`src/design/psip_pkg.sv`:
```
package psip_pkg;

    localparam int COORD_W = 20;
    localparam int IDX_W   = 4;
    localparam int DIFF_W  = COORD_W + 1;
    localparam int PROD_W  = 2 * DIFF_W;

    typedef logic signed [COORD_W-1:0] t_coord;
    typedef logic signed [DIFF_W-1:0]  t_diff;
    typedef logic signed [PROD_W-1:0]  t_prod;
    typedef logic [IDX_W-1:0]          t_idx;

    typedef enum logic {
        REQ_LOAD = 1'b0,
        REQ_TEST = 1'b1
    } t_req;

    typedef struct packed {
        t_coord x;
        t_coord y;
    } t_vertex;

    // point moving down the edge chain
    typedef struct packed {
        logic   valid;
        logic   last;
        logic   parity;
        t_coord x;
        t_coord y;
    } t_point;

endpackage

```
`src/design/psip_cell.sv`:
```
module psip_cell (
    input  logic               i_clk,
    input  logic               i_rst_n,
    input  logic               i_adv,
    input  logic               i_we,
    input  psip_pkg::t_vertex  i_wr_vtx,
    input  logic               i_active,
    input  psip_pkg::t_vertex  i_next,
    output psip_pkg::t_vertex  o_vtx,
    input  psip_pkg::t_point   i_pt,
    output psip_pkg::t_point   o_pt,
    output logic               o_busy
);
    import psip_pkg::*;

    t_vertex r_vtx;
    t_point  r_pa;
    t_point  r_pb;
    t_prod   r_lhs;
    t_prod   r_rhs;
    logic    r_cross;
    logic    r_up;

    t_diff   dy_pt;
    t_diff   dx_edge;
    t_diff   dx_pt;
    t_diff   dy_edge;
    t_prod   n_lhs;
    t_prod   n_rhs;
    logic    above_a;
    logic    above_b;
    logic    n_cross;
    logic    hit;
    t_point  n_pb;

    always_ff @(posedge i_clk) begin
        if (i_we) begin
            r_vtx <= i_wr_vtx;
        end
    end

    assign o_vtx = r_vtx;

    // stage a: side test and the two cross products
    assign above_a = r_vtx.y > i_pt.y;
    assign above_b = i_next.y > i_pt.y;
    assign n_cross = i_active && (above_a != above_b);
    assign dy_pt   = DIFF_W'(i_pt.y) - DIFF_W'(r_vtx.y);
    assign dx_edge = DIFF_W'(i_next.x) - DIFF_W'(r_vtx.x);
    assign dx_pt   = DIFF_W'(i_pt.x) - DIFF_W'(r_vtx.x);
    assign dy_edge = DIFF_W'(i_next.y) - DIFF_W'(r_vtx.y);
    assign n_lhs   = dy_pt * dx_edge;
    assign n_rhs   = dx_pt * dy_edge;

    always_ff @(posedge i_clk) begin
        if (i_adv) begin
            r_lhs   <= n_lhs;
            r_rhs   <= n_rhs;
            r_cross <= n_cross;
            r_up    <= above_b;
        end
    end

    // stage b: compare and flip parity
    assign hit = r_up ? (r_lhs >= r_rhs) : (r_lhs <= r_rhs);

    always_comb begin
        n_pb        = r_pa;
        n_pb.parity = r_pa.parity ^ (r_cross & hit);
    end

    always_ff @(posedge i_clk) begin
        if (!i_rst_n) begin
            r_pa.valid <= 1'b0;
            r_pb.valid <= 1'b0;
        end else if (i_adv) begin
            r_pa <= i_pt;
            r_pb <= n_pb;
        end
    end

    assign o_pt   = r_pb;
    assign o_busy = r_pa.valid | r_pb.valid;

endmodule

```
`config.mk`:
```
export PLATFORM = sky130hd
export DESIGN_NAME = psip_cell
export DESIGN_NICKNAME = d
export VERILOG_FILES = /design/src/design/psip_pkg.sv /design/src/design/psip_cell.sv
export SDC_FILE = /design/constraint.sdc
export NUM_CORES = 2
export LEC_CHECK = 0
export ABC_AREA = 1
export BUFFER_PORTS_ARGS = -buffer_cell sky130_fd_sc_hd__buf_4
export CORE_MARGIN = 2
export CORE_UTILIZATION = 50
export DETAILED_ROUTE_END_ITERATION = 12
export PLACE_DENSITY = 0.7
export SETUP_SLACK_MARGIN = 0.15
export SLEW_MARGIN = 20
export SYNTH_ARGS = -nofsm -noshare
export SYNTH_HDL_FRONTEND = slang
export SYNTH_SLANG_ARGS = --single-unit
```
`constraint.sdc`:
```
create_clock -name i_clk -period 8.3 [get_ports i_clk]
set_input_delay 1.66 -clock i_clk [delete_from_list [all_inputs] [get_ports i_clk]]
set_output_delay 1.66 -clock i_clk [all_outputs]
set_load 0.02 [all_outputs]
```
==> results.md <==
Route:
- For this block, the initial DRC count from the detailed router was 2922.
- For this run, design rule violations remaining after detail routing come to 0.
- The count of nets left with antenna violations once routing finished came out at 0.
- In the final routed layout, each cell accounts on average for 19.57 um.
- The number of iterations in the first detailed-routing pass is 6.
- The final route contains 40020 vias.
- After detailed routing, the number of vias per cell comes to 5.221.
- Summed over all layers, the routed wires come to 150000 um.

STA:
- The post-route clock skew is 31.97 ps.
- Subtracting the final worst setup slack from the clock period gives 8557 ps.
- Headroom to the max-slew limit came out at 0.3193.
- The number of endpoints with negative hold slack in the final report came to 0.
- At the pin with the least slew margin, the transition time is 1021 ps.
- Summed over all failing endpoints, the final setup total negative slack is -3682 ps.
- The count of pins over their slew limit is 0.
- Setup repair after global routing could not meet its margin everywhere.
- The minimum setup slack in the final design is -257.2 ps.
- The final-report setup violation count is 35.
- Derived from the worst setup path, the maximum achievable clock frequency is 0.1169 GHz.
- Dividing the final minimum period by the clock period gives 1.031.

Die:
- The floorplan has 111 rows.
- The number of top-level pins is 212.
- The horizontal die dimension is 306.7 um.
- For this configuration, the core starts out at a cell density of 0.5021.
- The full die area is 0.09407 mm2.
- The floorplan step defined a core boundary enclosing 0.09125 mm2.
- The vertical extent of the die is 306.7 um.

Layout:
- The signed area change from the synthesized netlist to the final layout is 34.42%.
- Summing all non-filler instances in the final layout gives an area of 0.06159 mm2.
- The share of post-route cells with drive strength above 1 is 0.3080.
- The net count of the finished layout is 7874.
- The utilization after layout is 0.6749.
- The filler cell count in the final layout is 7053.
- In the final layout, the multi-input gates occupy 0.03729 mm2.
- Summing all flip-flop and latch instances after layout gives 0.006346 mm2.

Setup path:
- The critical-path cell with the highest stage delay is sky130_fd_sc_hd__fa_2.
- The kind of cell adding the most delay to the critical path is adder cells.
- The critical path's largest stage delay is 600 ps.
- The most numerous cell type found on the critical path is sky130_fd_sc_hd__fa_1.
- The critical setup path kind is primary input to flip-flop.
- The endpoint required time on the critical path is 8600 ps.
- The worst setup path is launched from a primary input.
- Along the worst path, the maximum fanout reaches 4.
- The endpoint kind of the worst setup timing path is a flip-flop.
- The worst endpoint data arrival time is 8860 ps.
- The buffers plus inverters on the worst setup path is 10.

Synth:
- Of the total synthesized cell area, the portion taken by XOR and XNOR cells is 0.03001.
- The register bit total from synthesis is 212.
- The simple-gate share of the synthesized area is 0.1545.
- The number of library cell types mapped by synthesis is 52.
- By area the synthesized netlist is led by sky130_fd_sc_hd__fa_1 (40%), sky130_fd_sc_hd__edfxtp_1 (14%), sky130_fd_sc_hd__inv_1 (11%).
- Yosys printed 0 warnings.
- The adder-cell area share of the yosys netlist is 0.5025.
- The mapped netlist covers 0.04582 mm2.
- The total nets after synthesis is 6727.
- The mux share of post-synthesis cell area is 0.
- After synthesis, the mean cell area works out to 8.625 um2.
- The main combinational cell family by area after synthesis is adder cells.
- The register area share after synthesis is 0.1385.
- The portion of synthesized cell area occupied by the leading cell type is 0.4029.
- Synthesis produced a netlist whose cell count is 5312.
- The compound-gate portion of the synthesized area is 0.04968.
- The largest total area in the synthesized netlist belongs to sky130_fd_sc_hd__fa_1.

Clock network:
- The count of clock tree sinks is 212.
- TritonCTS built the clock tree.
- The H-tree depth is 1.
- After clock tree synthesis, the flow added hold-fix buffers numbering 0.
- The cell chosen for the clock root is sky130_fd_sc_hd__clkbuf_16.
- The clock slew at the register clock pins of the worst setup and hold paths is 60 ps.
- For the worst-skew pair, the clock arrives at the later sink with an insertion delay of 570 ps.
- Counting along the longest clock path gives a buffer depth of 3.
- The number of buffers added by the clock tree synthesis step is 25.

Status:
- The checks that failed: setup timing.
- The run finished, with violations left.

Place:
- The worst setup slack before clock tree synthesis is -926.8 ps.
- The total of buffers placed on input and output ports is 211.
- The congestion estimate from routability-driven global placement came to 1.023.
- The half-perimeter wire length after detailed placement is 126100 um.
- The cell area after placement is 0.05683 mm2.

Global route:
- The largest net degree at the start of global routing is 78.
- The first global-routing pass estimated 228800 um of wire.
- The initial antenna violation count came to 5.
- The final global-route overflow total is 0.
- The global-route usage over all layers is 0.3163.
- The number of global-route vias before repair is 41640.

Min path:
- The class of the tightest hold or removal check is flip-flop to flip-flop.

Run:
- The count of max-cap constraint violations is 0.
## metal layers
layer | vias to the layer above | track usage | part of all wire | wire length (um)
met2 | 1655 | 0.5281 | 0.47 | 70870
met3 | 382 | 0.04631 | 0.081 | 12100
met4 | 4 | 0.1212 | 0.052 | 7770
li1 | 18090 | - | - | -
met1 | 19880 | 0.4185 | 0.39 | 59240
met5 | - | 0 | 0.00015 | 23
## final cells by class
class	count	area share
antenna	3	0.0001219
clock buffer	30	0.01046
clock inverter	13	0.001442
inverter	1391	0.08641
multi-input combinational	3605	0.6056
sequential	212	0.1030
tap	1186	0.02410
timing repair buffer	1224	0.1689
## what timing repair did
| action | in CTS | in global routing |
|---|---|---|
| gates resized for setup | 246 | 501 |
| buffers inserted | 42 | 77 |
| endpoints found under the hold margin | 0 | 0 |
| gates cloned | 3 | 4 |
| setup endpoints to repair | 54 | 60 |
| pin swaps | 96 | 257 |
## through the flow
stage	cells	hold WS, ps
4_1_cts	7580	418.9
6_report	7664	418.2
3_5_place_dp	7492	404.5
3_3_place_gp	7492	400.6
2_1_floorplan	5312	400.3
5_1_grt	7664	422.6
## flip-flops by register name, summed over array words and instances (netlist names)
name / flops
o_pt: 43
n_pb: 42
r_lhs: 42
r_rhs: 42
o_vtx: 40
r_cross: 1
r_pa: 1
r_up: 1
## cells in the mapped netlist (all sizes together)
cell,count
a211oi,2
a21boi,9
a21o,12
a21oi,196
a31oi,25
and2,5
and3,1
buf,59
clkbuf,46
clkinv,12
dfxtp,2
edfxtp,210
fa,922
ha,365
inv,1379
nand2,1098
nand3,95
nand3b,5
nand4,34
nor2,491
nor3,26
nor3b,1
nor4,12
o211ai,10
o21a,9
o21ai,113
o21bai,21
o31ai,3
or2,13
xnor2,39
xor2,97
## kinds of logic after synthesis
logic type / count (synthesis)
simple gates: 1781
compound gates: 400
fa+ha+maj: 1287
flops: 212
xor+xnor: 136
buf+inv: 1496
## worst paths after layout
| check | start | endpoint | slack, ps | depth (start not counted) |
|---|---|---|---|---|
| worst max register to register | o_vtx[20]$_DFFE_PP_ | r_lhs[38]$_DFFE_PP_ | 370 | 33 |
| worst min register to register | n_pb[18]$_DFFE_PP_ | o_pt[18]$_DFFE_PP_ | 420 | 0 |
| worst max-delay path | i_next[20] | r_lhs[38]$_DFFE_PP_ | -260 | 35 |
| worst min-delay path | n_pb[18]$_DFFE_PP_ | o_pt[18]$_DFFE_PP_ | 420 | 0 |
## cell usage in the layout (no fill, tap or decap), types with 13 or more instances in the layout
cell type	instances
sky130_fd_sc_hd__a21oi_1	113
sky130_fd_sc_hd__a21oi_2	59
sky130_fd_sc_hd__a21oi_4	24
sky130_fd_sc_hd__buf_12	70
sky130_fd_sc_hd__buf_4	1092
sky130_fd_sc_hd__buf_6	51
sky130_fd_sc_hd__clkbuf_16	28
sky130_fd_sc_hd__edfxtp_1	210
sky130_fd_sc_hd__fa_1	879
sky130_fd_sc_hd__fa_2	43
sky130_fd_sc_hd__ha_1	281
sky130_fd_sc_hd__ha_4	77
sky130_fd_sc_hd__inv_1	1264
sky130_fd_sc_hd__inv_2	93
sky130_fd_sc_hd__inv_4	13
sky130_fd_sc_hd__nand2_1	975
sky130_fd_sc_hd__nand2_2	92
sky130_fd_sc_hd__nand2_4	28
sky130_fd_sc_hd__nand3_1	67
sky130_fd_sc_hd__nand3_2	24
sky130_fd_sc_hd__nand4_1	34
sky130_fd_sc_hd__nor2_1	382
sky130_fd_sc_hd__nor2_2	74
sky130_fd_sc_hd__nor2_4	35
sky130_fd_sc_hd__o21ai_0	47
sky130_fd_sc_hd__o21ai_1	33
sky130_fd_sc_hd__o21ai_2	31
sky130_fd_sc_hd__o21bai_1	13
sky130_fd_sc_hd__xnor2_1	32
sky130_fd_sc_hd__xor2_1	61
sky130_fd_sc_hd__xor2_2	27
Power is left out: the tool's default activity adds up to more than one toggle a clock period on the data nets, which glitch-free logic cannot reach.
